### config.mk
export PLATFORM = sky130hd
export DESIGN_NAME = utf8_stream_validator_top
export DESIGN_NICKNAME = d
export VERILOG_FILES = /design/src/design/utf8v_pkg.sv /design/src/design/utf8v_in_reg.sv /design/src/design/utf8v_step.sv /design/src/design/utf8v_out_reg.sv /design/src/design/utf8_stream_validator_top.sv
export VERILOG_INCLUDE_DIRS = /design/src /design/src/design
export SDC_FILE = /design/constraint.sdc
export NUM_CORES = 1
export LEC_CHECK = 0
export BUFFER_PORTS_ARGS = -buffer_cell sky130_fd_sc_hd__buf_2
export CAP_MARGIN = 20
export CORE_MARGIN = 5
export CORE_UTILIZATION = 54
export CTS_CLUSTER_DIAMETER = 60
export DETAILED_ROUTE_END_ITERATION = 10
export GPL_TIMING_DRIVEN = 0
export HOLD_SLACK_MARGIN = 0.12
export PLACE_DENSITY = 0.77
export SLEW_MARGIN = 15
export SYNTH_ARGS = -nofsm -noshare
export SYNTH_HDL_FRONTEND = slang
export SYNTH_SLANG_ARGS = --single-unit
### constraint.sdc
create_clock -name clk -period 3.25 [get_ports clk]
set_input_delay 0.325 -clock clk [delete_from_list [all_inputs] [get_ports clk]]
set_output_delay 0.325 -clock clk [all_outputs]
set_load 0.01 [all_outputs]
### src/design/assert_macros.svh
// Assertion macros shared by the UTF-8 stream validator modules.
// Each macro expects signals named clk and rst_n in the module that uses it.
`ifndef ASSERT_MACROS_SVH
`define ASSERT_MACROS_SVH

// Same-cycle implication, disabled while reset is asserted.
`define ASSERT_SAME(label, ante, cons, msg) \
  label: assert property (@(posedge clk) disable iff (!rst_n) (ante) |-> (cons)) \
    else $error(msg);

// Next-cycle implication, disabled while reset is asserted.
`define ASSERT_NEXT(label, ante, cons, msg) \
  label: assert property (@(posedge clk) disable iff (!rst_n) (ante) |=> (cons)) \
    else $error(msg);

`endif

### src/design/utf8v_pkg.sv
// Package for the UTF-8 stream validator: payload structs, automaton state codes
// and the byte-to-transition-word lookup. No dependencies.
package utf8v_pkg;

  // Input transaction payload.
  typedef struct packed {
    logic [7:0] data_byte;
    logic       first_byte;
    logic       last_byte;
  } in_t;

  // Result transaction payload.
  typedef struct packed {
    logic        error_seen;
    logic        mid_sequence;
    logic        string_done;
    logic [31:0] accepted_length;
  } out_t;

  typedef logic [4:0]  dfa_state_t;
  typedef logic [31:0] trans_word_t;

  // Automaton states; each code is also the bit offset of its field in a
  // transition word.
  localparam dfa_state_t ST_ERROR    = 5'd0;
  localparam dfa_state_t ST_NEED2    = 5'd1;
  localparam dfa_state_t ST_NEED3    = 5'd5;
  localparam dfa_state_t ST_AFTER_E0 = 5'd6;
  localparam dfa_state_t ST_BEGIN    = 5'd11;
  localparam dfa_state_t ST_NEED1    = 5'd16;
  localparam dfa_state_t ST_AFTER_ED = 5'd20;
  localparam dfa_state_t ST_AFTER_F0 = 5'd25;
  localparam dfa_state_t ST_AFTER_F4 = 5'd30;

  localparam int unsigned STATE_BITS = 5;

  // Transition words for the continuation-byte classes.
  localparam trans_word_t CONT_COMMON = (32'(ST_BEGIN) << ST_NEED1)
                                      | (32'(ST_NEED1) << ST_NEED2)
                                      | (32'(ST_NEED2) << ST_NEED3);
  localparam trans_word_t CONT_80_8F = CONT_COMMON | (32'(ST_NEED1) << ST_AFTER_ED)
                                     | (32'(ST_NEED2) << ST_AFTER_F4);
  localparam trans_word_t CONT_90_9F = CONT_COMMON | (32'(ST_NEED1) << ST_AFTER_ED)
                                     | (32'(ST_NEED2) << ST_AFTER_F0);
  localparam trans_word_t CONT_A0_BF = CONT_COMMON | (32'(ST_NEED1) << ST_AFTER_E0)
                                     | (32'(ST_NEED2) << ST_AFTER_F0);

  // Packed transition word selected by one byte value.
  function automatic trans_word_t trans_word(input logic [7:0] b);
    trans_word_t w;
    w = '0;
    case (b) inside
      [8'h01:8'h7F]:               w = 32'(ST_BEGIN) << ST_BEGIN;
      [8'h80:8'h8F]:               w = CONT_80_8F;
      [8'h90:8'h9F]:               w = CONT_90_9F;
      [8'hA0:8'hBF]:               w = CONT_A0_BF;
      [8'hC2:8'hDF]:               w = 32'(ST_NEED1) << ST_BEGIN;
      8'hE0:                       w = 32'(ST_AFTER_E0) << ST_BEGIN;
      8'hED:                       w = 32'(ST_AFTER_ED) << ST_BEGIN;
      [8'hE1:8'hEC], [8'hEE:8'hEF]: w = 32'(ST_NEED2) << ST_BEGIN;
      8'hF0:                       w = 32'(ST_AFTER_F0) << ST_BEGIN;
      [8'hF1:8'hF3]:               w = 32'(ST_NEED3) << ST_BEGIN;
      8'hF4:                       w = 32'(ST_AFTER_F4) << ST_BEGIN;
      // NUL, C0/C1 leads and F5..FF all go to the error state.
      default:                     w = '0;
    endcase
    return w;
  endfunction

endpackage

### src/design/utf8v_in_reg.sv
// Input register of the UTF-8 stream validator: holds one accepted byte
// transaction until the step logic consumes it. Depends on utf8v_pkg.
module utf8v_in_reg (
  input  logic           clk,
  input  logic           rst_n,
  input  logic           in_valid,
  output logic           in_ready,
  input  utf8v_pkg::in_t in_data,
  output logic           item_valid,
  output utf8v_pkg::in_t item,
  input  logic           item_taken
);
  import utf8v_pkg::*;

  logic item_valid_r, item_valid_nxt;
  in_t  item_r, item_nxt;

  // Space is free when the register is empty or its item leaves this cycle.
  assign in_ready = !item_valid_r || item_taken;

  always_comb begin
    item_valid_nxt = item_valid_r;
    item_nxt       = item_r;
    if (item_taken) begin
      item_valid_nxt = 1'b0;
    end
    if (in_valid && in_ready) begin
      item_valid_nxt = 1'b1;
      item_nxt       = in_data;
    end
  end

  always_ff @(posedge clk) begin
    if (!rst_n) begin
      item_valid_r <= 1'b0;
    end else begin
      item_valid_r <= item_valid_nxt;
    end
  end

  always_ff @(posedge clk) begin
    item_r <= item_nxt;
  end

  assign item_valid = item_valid_r;
  assign item       = item_r;

endmodule

### src/design/utf8v_step.sv
// Automaton step of the UTF-8 stream validator: holds the DFA state and byte
// count and forms one result per byte. Depends on utf8v_pkg and assert_macros.svh.
`include "assert_macros.svh"

module utf8v_step #(
  parameter int unsigned COUNT_BITS = 32
) (
  input  logic            clk,
  input  logic            rst_n,
  input  logic            item_valid,
  input  utf8v_pkg::in_t  item,
  output logic            item_taken,
  output logic            res_valid,
  output utf8v_pkg::out_t res,
  input  logic            res_ready
);
  import utf8v_pkg::*;

  dfa_state_t            dfa_state_r, dfa_state_nxt;
  logic [COUNT_BITS-1:0] byte_count_r, byte_count_nxt;

  dfa_state_t            state_base;
  logic [COUNT_BITS-1:0] count_base;
  trans_word_t           word;
  trans_word_t           shifted;
  logic                  err;
  logic [31:0]           len_sat;

  assign res_valid  = item_valid;
  assign item_taken = item_valid && res_ready;

  // A first byte restarts the automaton and the count before it is processed.
  assign state_base = item.first_byte ? ST_BEGIN : dfa_state_r;
  assign count_base = item.first_byte ? '0 : byte_count_r;

  // Table lookup, then the field at the current state's offset is the next state.
  assign word          = trans_word(item.data_byte);
  assign shifted       = word >> state_base;
  assign dfa_state_nxt = shifted[STATE_BITS-1:0];

  // Saturating byte counter.
  assign byte_count_nxt = (&count_base) ? count_base : count_base + COUNT_BITS'(1);

  // Clamp the count to the 32-bit length field.
  generate
    if (COUNT_BITS > 32) begin : g_wide_count
      assign len_sat = (|byte_count_nxt[COUNT_BITS-1:32]) ? '1 : byte_count_nxt[31:0];
    end else begin : g_narrow_count
      assign len_sat = 32'(byte_count_nxt);
    end
  endgenerate

  // Result fields for this byte.
  assign err = (dfa_state_nxt == ST_ERROR);
  always_comb begin
    res.error_seen      = err;
    res.mid_sequence    = !err && (dfa_state_nxt != ST_BEGIN);
    res.string_done     = item.last_byte;
    res.accepted_length = (item.last_byte && !err) ? len_sat : '0;
  end

  // State advances only when the result transaction is passed on.
  always_ff @(posedge clk) begin
    if (!rst_n) begin
      dfa_state_r  <= ST_BEGIN;
      byte_count_r <= '0;
    end else if (item_taken) begin
      dfa_state_r  <= dfa_state_nxt;
      byte_count_r <= byte_count_nxt;
    end
  end

  // The error state is left only through a first byte.
  `ASSERT_NEXT(a_error_absorbing, dfa_state_r == ST_ERROR && !(item_taken && item.first_byte), dfa_state_r == ST_ERROR, "error state left without a first byte")
  // A first byte leaves a count of one.
  `ASSERT_NEXT(a_first_count, item_taken && item.first_byte, byte_count_r == COUNT_BITS'(1), "count not restarted by first byte")

endmodule

### src/design/utf8v_out_reg.sv
// Result register of the UTF-8 stream validator: holds one result transaction
// until the consumer takes it. Depends on utf8v_pkg and assert_macros.svh.
`include "assert_macros.svh"

module utf8v_out_reg (
  input  logic            clk,
  input  logic            rst_n,
  input  logic            res_valid,
  output logic            res_ready,
  input  utf8v_pkg::out_t res,
  output logic            out_valid,
  input  logic            out_ready,
  output utf8v_pkg::out_t out_data
);
  import utf8v_pkg::*;

  logic out_valid_r, out_valid_nxt;
  out_t out_data_r, out_data_nxt;

  // The register takes a new result when empty or when its result leaves now.
  assign res_ready = !out_valid_r || out_ready;

  always_comb begin
    out_valid_nxt = out_valid_r;
    out_data_nxt  = out_data_r;
    if (out_valid_r && out_ready) begin
      out_valid_nxt = 1'b0;
    end
    if (res_valid && res_ready) begin
      out_valid_nxt = 1'b1;
      out_data_nxt  = res;
    end
  end

  always_ff @(posedge clk) begin
    if (!rst_n) begin
      out_valid_r <= 1'b0;
    end else begin
      out_valid_r <= out_valid_nxt;
    end
  end

  always_ff @(posedge clk) begin
    out_data_r <= out_data_nxt;
  end

  assign out_valid = out_valid_r;
  assign out_data  = out_data_r;

  // A length is reported only on a clean last byte.
  `ASSERT_SAME(a_len_clean, out_valid_r && out_data_r.accepted_length != '0, out_data_r.string_done && !out_data_r.error_seen, "length reported on non-final or failed byte")
  // Error and mid-sequence are exclusive.
  `ASSERT_SAME(a_err_mid_excl, out_valid_r, !(out_data_r.error_seen && out_data_r.mid_sequence), "error and mid-sequence both set")

endmodule

### src/design/utf8_stream_validator_top.sv
// UTF-8 stream validator: one byte per transaction, one result per byte, one
// transaction per clock cycle sustained while results are taken; an accepted byte
// is loaded into the input register, and its result is then loaded into the result
// register through the table lookup and shift that update the automaton state.
// Backpressure on the result side stalls the input side. The count width is set by
// COUNT_BITS; the reported length saturates at all ones. Depends on utf8v_pkg and
// the utf8v_* modules.
module utf8_stream_validator_top #(
  parameter int unsigned COUNT_BITS = 32
) (
  input  logic            clk,
  input  logic            rst_n,
  input  logic            in_valid,
  output logic            in_ready,
  input  utf8v_pkg::in_t  in_data,
  output logic            out_valid,
  input  logic            out_ready,
  output utf8v_pkg::out_t out_data
);
  import utf8v_pkg::*;

  logic item_valid;
  in_t  item;
  logic item_taken;
  logic res_valid;
  logic res_ready;
  out_t res;

  // Input register.
  utf8v_in_reg u_in_reg (
    .clk        (clk),
    .rst_n      (rst_n),
    .in_valid   (in_valid),
    .in_ready   (in_ready),
    .in_data    (in_data),
    .item_valid (item_valid),
    .item       (item),
    .item_taken (item_taken)
  );

  // Automaton state, byte count and result formation.
  utf8v_step #(
    .COUNT_BITS (COUNT_BITS)
  ) u_step (
    .clk        (clk),
    .rst_n      (rst_n),
    .item_valid (item_valid),
    .item       (item),
    .item_taken (item_taken),
    .res_valid  (res_valid),
    .res        (res),
    .res_ready  (res_ready)
  );

  // Result register.
  utf8v_out_reg u_out_reg (
    .clk       (clk),
    .rst_n     (rst_n),
    .res_valid (res_valid),
    .res_ready (res_ready),
    .res       (res),
    .out_valid (out_valid),
    .out_ready (out_ready),
    .out_data  (out_data)
  );

endmodule

* After elaboration in Yosys (flattened, before gate mapping)
Cells that the tools add are included.
** Word-level totals
- Register bits :: 84
- Logic and storage cells :: 75
** Operators by class
- Add/subtract/negate cells :: 1
- $lt $le $gt $ge :: 16
- Equality and inequality tests :: 5
- Shift-type cells :: 1
- Multiplexer cells :: 18
- Reductions and logical operators :: 23
** Operators with widths (number)
- 32-bit 2-to-1 mux :: 12
- 8-bit >= comparator, second input constant :: 7
- 8-bit less-or-equal comparator, second input constant :: 7
- 32-bit by 1-bit adder with 32-bit output, second input constant :: 1
- 8-bit == test, second input constant :: 4
- 32-bit AND reduction :: 1
- 32-bit by 5-bit >> shifter with 5-bit output :: 1
- 16-bit 2-to-1 mux :: 1
- 1-bit logical AND :: 13
- 8-bit by 1-bit >= comparator with 1-bit output, second input constant :: 1
- 8-bit by 7-bit less-or-equal comparator with 1-bit output, second input constant :: 1
- 5-bit zero test :: 1
- 5-bit 2-to-1 mux :: 1
- 5-bit by 4-bit inequality test with 1-bit output, second input constant :: 1
- 1-bit 2-to-1 mux :: 4
- 2-bit nonzero test :: 2
- 1-bit zero test :: 3
- 1-bit logical OR :: 2
- 2-bit OR reduction :: 1

* Longest topological paths before layout
- Depth after elaboration :: 16
- Mapped depth :: 13

* Modules after synthesis
From an unflattened synthesis, not the netlist that was laid out.
** Second synthesis, totals
- Cell total of the unflattened synthesis :: 603
- Area total of the unflattened synthesis :: 5471.5 um2
** Modules (own cells, without submodules)
- utf8v_step :: times used 1, cells each 548, area each 4005.1 um2, sequential area each 740.7 um2
- utf8v_out_reg :: times used 1, cells each 40, area each 1108.6 um2, sequential area each 1071.0 um2
- utf8v_in_reg :: times used 1, cells each 15, area each 357.8 um2, sequential area each 320.3 um2

* Least setup slack after synthesis
OpenSTA, ideal clock, no wires.
- Path kind :: register to register
- From :: register u_in_reg.item_r, in the netlist u_in_reg.item[1]
- To :: register u_out_reg.out_data_r, in the netlist u_out_reg.out_data[19] (data pin)
- Setup time :: 0.253 ns
- Arrival :: 2.984 ns
- Data required time :: 2.997 ns
- Setup slack :: 0.012 ns
- Cell stages (with the launch flop) :: 14
- Buffers on the path :: 3
- Path through :: edfxtp_1 clkbuf_1 clkbuf_1 clkbuf_1 nor2b_1 ha_1 nand3_1 or3_1 nor4_4 nor3_1 and3_1 xor2_1 nand2_1 nor2_1
** On the way
- Cells in the longest elaborated chain, start to end :: 5
- Elaborated cells on any way between the ends :: 9
- Those cells by class :: add/sub: 1; shift: 1; mux: 3; reduce/logical: 4
** RTL lines
- start, declared :: RTL line utf8v_in_reg.sv:16 : in_t item_r, item_nxt;
- start signal, assigned :: RTL line utf8v_in_reg.sv:42 : item_r <= item_nxt;
- parallel branches: the longest is 5 deep, another holds 32-bit by 1-bit adder with 32-bit output
- end signal, assigned :: RTL line utf8v_out_reg.sv:44 : out_data_r <= out_data_nxt;
- end, declared :: RTL line utf8v_out_reg.sv:18 : out_t out_data_r, out_data_nxt;
Several ways; the timed one is not identified.
A chain may end at the register's enable or synchronous reset.

==> out/qor.csv <==
stage;metric;value;unit
run_status;outcome;finished clean;
routing;viasPerCell;6.070;
placed_design;port_buffers;50;
logic_synthesis;yosys_warnings;0;
timing;hold_viol;0;
global_routing;met3_usage;0.04619;
cts;tritoncts;done;
timing;fin_crit_sh;0.9642;
worst_setup_path;r2r_slack;0.12;ns
timing;rsz0062_at_grt;true;
logic_synthesis;yosysUniqueCellTypes;69;
worst_setup_path;r2r_end;u_out_reg.out_data[29];
timing;setup_tns;0;ns
logic_synthesis;synth-seq-area-share;0.4129;
global_routing;grt_max_degree;32;
job;cap_viol_max_count;0;
global_routing;grt_first_pass_wirelength;23.48;mm
floorplanning;fp.dieH;107.8;um
worst_setup_path;worstSetupPathType;reg -> reg;
cts;cts_buffers;9;
worst_setup_path;r2r-start;u_in_reg.item[1];
layout;antenna_cells;0;
routing;ant_nets;0;
global_routing;top_usage_layer;met2;
timing;worst_slack;0.1165;ns
placed_design;gp_congestion;0.9338;
logic_synthesis;synth_top_area_share;0.2617;
logic_synthesis;synth-edff-count;45;
floorplanning;ios;51;
routing;drtPass1Iterations;7;
layout;drive_above_1_share;0.1635;
global_routing;grtUsageTotal;0.2547;
timing;fmax;0.3191;GHz
power_and_ir_drop;power.density;395.3;mW/mm^2
routing;vias;4977;
worst_hold_path;hold_path_class;in -> reg;
logic_synthesis;synthesis.nets;632;
logic_synthesis;async_flop_share;0;
worst_hold_path;hp-start;in_data[0];
floorplanning;die_width;107.8;um
layout;area_growth;16.45;%
timing;worstMarginPinSlew;1.136;ns
layout;finalNetCount;701;
logic_synthesis;yosysTopAreaCell;edfxtp_1;
timing;setup_viol;0;
routing;drtIter0Drc;422;
logic_synthesis;ys_ff_latch;84;
global_routing;grt_pass1_vias;4647;
worst_hold_path;whs_path_depth;1;
worst_setup_path;worstPathRequired;3.36;ns
logic_synthesis;syn-cell-area;0.005164;sq mm
timing;slew_violations;0;
floorplanning;dieArea;0.01162;sq mm
cts;root_buffer;clkbuf_8;
logic_synthesis;ys_top_cells_by_area;edfxtp_1, dfxtp_1, nand2_1;
cts;clkLatencyLatePin;0.36;ns
worst_setup_path;max_stage_delay;0.42;ns
floorplanning;initial_core_util;0.5562;
placed_design;hpwl;10.32;mm
floorplanning;num_rows;35;
floorplanning;core-area;0.009284;sq mm
routing;wl_per_cell;17.97;um
global_routing;use_met2;0.3925;
global_routing;antenna_found_initial;0;
timing;relSlewSlack;0.2355;
logic_synthesis;synth_most_common_cell;nand2_1;
cts;cts.clk_slew.worst_paths;0.08;ns
worst_setup_path;reg2reg_depth;11;
layout;nFillCells;822;
routing;wl;14.74;mm
cts;h-tree-depth;3;
logic_synthesis;syn_inst;617;
routing;drc;0;
timing;fin_skew;0.01369;ns
logic_synthesis;synth_flop_cell;edfxtp_1;
logic_synthesis;avgSynthCellArea;8.369;sq um
worst_setup_path;crit_fanout;10;
logic_synthesis;synthTopCellsByCount;nand2_1, nor2_1, edfxtp_1;
worst_setup_path;slowest_stage;edfxtp_1;
worst_setup_path;cpMostUsedCell;buf_4;
power_and_ir_drop;leakage;2.153;nW
worst_setup_path;critical_path_arrival;3.25;ns
cts;cts_sinks;84;
worst_setup_path;endpoint_kind;flop;
worst_hold_path;min_to;u_in_reg.item[0];
worst_setup_path;path_cells;buf_4, or2_2, clkbuf_1, nor3_1, o21bai_1, a221o_1, a21boi_0, and4bb_1, buf_2, buf_4, nor2_1;
global_routing;grt_util_met1;0.3728;
power_and_ir_drop;ir_drop;425.8;uV
global_routing;grt_overflow_total;0;
placed_design;place_ws;-0.9152;ns
cts;clockBufferDepth;2;
cts;hold_buffers;0;
timing;final.min_clock_period;3.134;ns
worst_setup_path;start_kind;flop;
-- per-stage QoR --
stage	total power, mW	instances	hold slack [ns]	area (sq um)	utilization
finish	2.377	820	0.1432	6013	0.6477
global route	2.468	820	0.1281	6013	0.6477
floorplan	1.395	617	0.4239	5164	-
CTS	2.372	817	0.1384	5939	0.6398
global placement	1.499	796	0.4325	5575	0.6005
detailed placement	1.507	797	0.4415	5597	0.6028
-- state kept, by name, summed over array words and instances, names as in the netlist --
register / count
u_in_reg.item_valid: 1
u_step.dfa_state_r: 5
u_step.byte_count_r: 32
u_in_reg.item: 10
u_out_reg.out_valid: 1
u_out_reg.out_data: 35
-- worst max-delay path by stage --
stage	start	endpoint	slack, ns	cells after the start
global placement	u_in_reg.item[1]	u_out_reg.out_data[19]	-0.84	13
finish	u_in_reg.item[1]	u_out_reg.out_data[29]	0.12	11
global route	u_in_reg.item[1]	u_out_reg.out_data[3]	-0.03	11
detailed placement	u_in_reg.item[1]	u_out_reg.out_data[19]	-0.92	13
floorplan	u_in_reg.item[1]	u_out_reg.out_data[19]	0.01	13
CTS	u_in_reg.item[3]	u_out_reg.out_data[3]	0.01	10
-- placed cells by master, fill, tap and decap left out, drive strengths merged, types with 6 or more instances in the layout --
master / n
nand2: 90
nor2: 77
buf: 65
edfxtp: 45
o21ai: 42
clkbuf: 42
dfxtp: 39
nor2b: 28
nand3: 22
a21oi: 21
xnor2: 20
nand2b: 16
nor3: 16
and3: 11
xor2: 10
a21boi: 10
nand4b: 9
a22oi: 9
or3: 8
o211ai: 7
nand4: 7
nor4: 7
and2: 6
o31ai: 6
-- report_power, final --
group | internal (mW) | switching [mW] | leakage, nW
registers | 1.15 | 0.0207 | 0.725
logic | 0.116 | 0.217 | 1.31
clock network | 0.482 | 0.389 | 0.115
total | 1.75 | 0.627 | 2.15
-- final cells by class --
cell class | count | area, sq um | area share
multi-input cells | 492 | 2960 | 0.4923
well taps | 129 | 161.4 | 0.02684
plain buffers | 38 | 191.4 | 0.03184
clock inverters | 5 | 81.33 | 0.01352
repair buffers | 58 | 322.8 | 0.05368
clock buffers | 11 | 152.6 | 0.02538
inverters | 3 | 11.26 | 0.001873
flip-flops and latches | 84 | 2132 | 0.3546
-- logic make-up after synthesis --
kind of cell,after synthesis,share of synthesized area
AO/OA/AOI/OAI,134,0.1723
XOR/XNOR,30,0.05088
adder cells (fa/ha/maj),1,0.002423
buffers and inverters,41,0.03271
flip-flops,84,0.4129
multiplexers,5,0.009693
AND/OR/NAND/NOR,322,0.3191
-- critical path: cells and delay by family (launching register included) --
family | cells | cell delay (ns)
buffers and inverters | 4 | 0.85
AO/OA/AOI/OAI | 3 | 0.78
AND/OR/NAND/NOR | 4 | 0.84
flip-flops | 1 | 0.42
-- timing repair --
| action | in CTS | in global routing |
|---|---|---|
| setup endpoints to repair | 63 | 41 |
| pin swaps | 1 | 3 |
| gates resized for setup | 20 | 13 |
| buffers inserted | 4 | 3 |
-- metal layers --
| layer | vias to the layer above | part of all wire |
|---|---|---|
| li1 | 2353 | - |
| met5 | - | 0 |
| met3 | 22 | 0.079 |
| met2 | 248 | 0.45 |
| met4 | 0 | 0.015 |
| met1 | 2354 | 0.46 |
No activity file was read; power rests on OpenSTA's default activity.
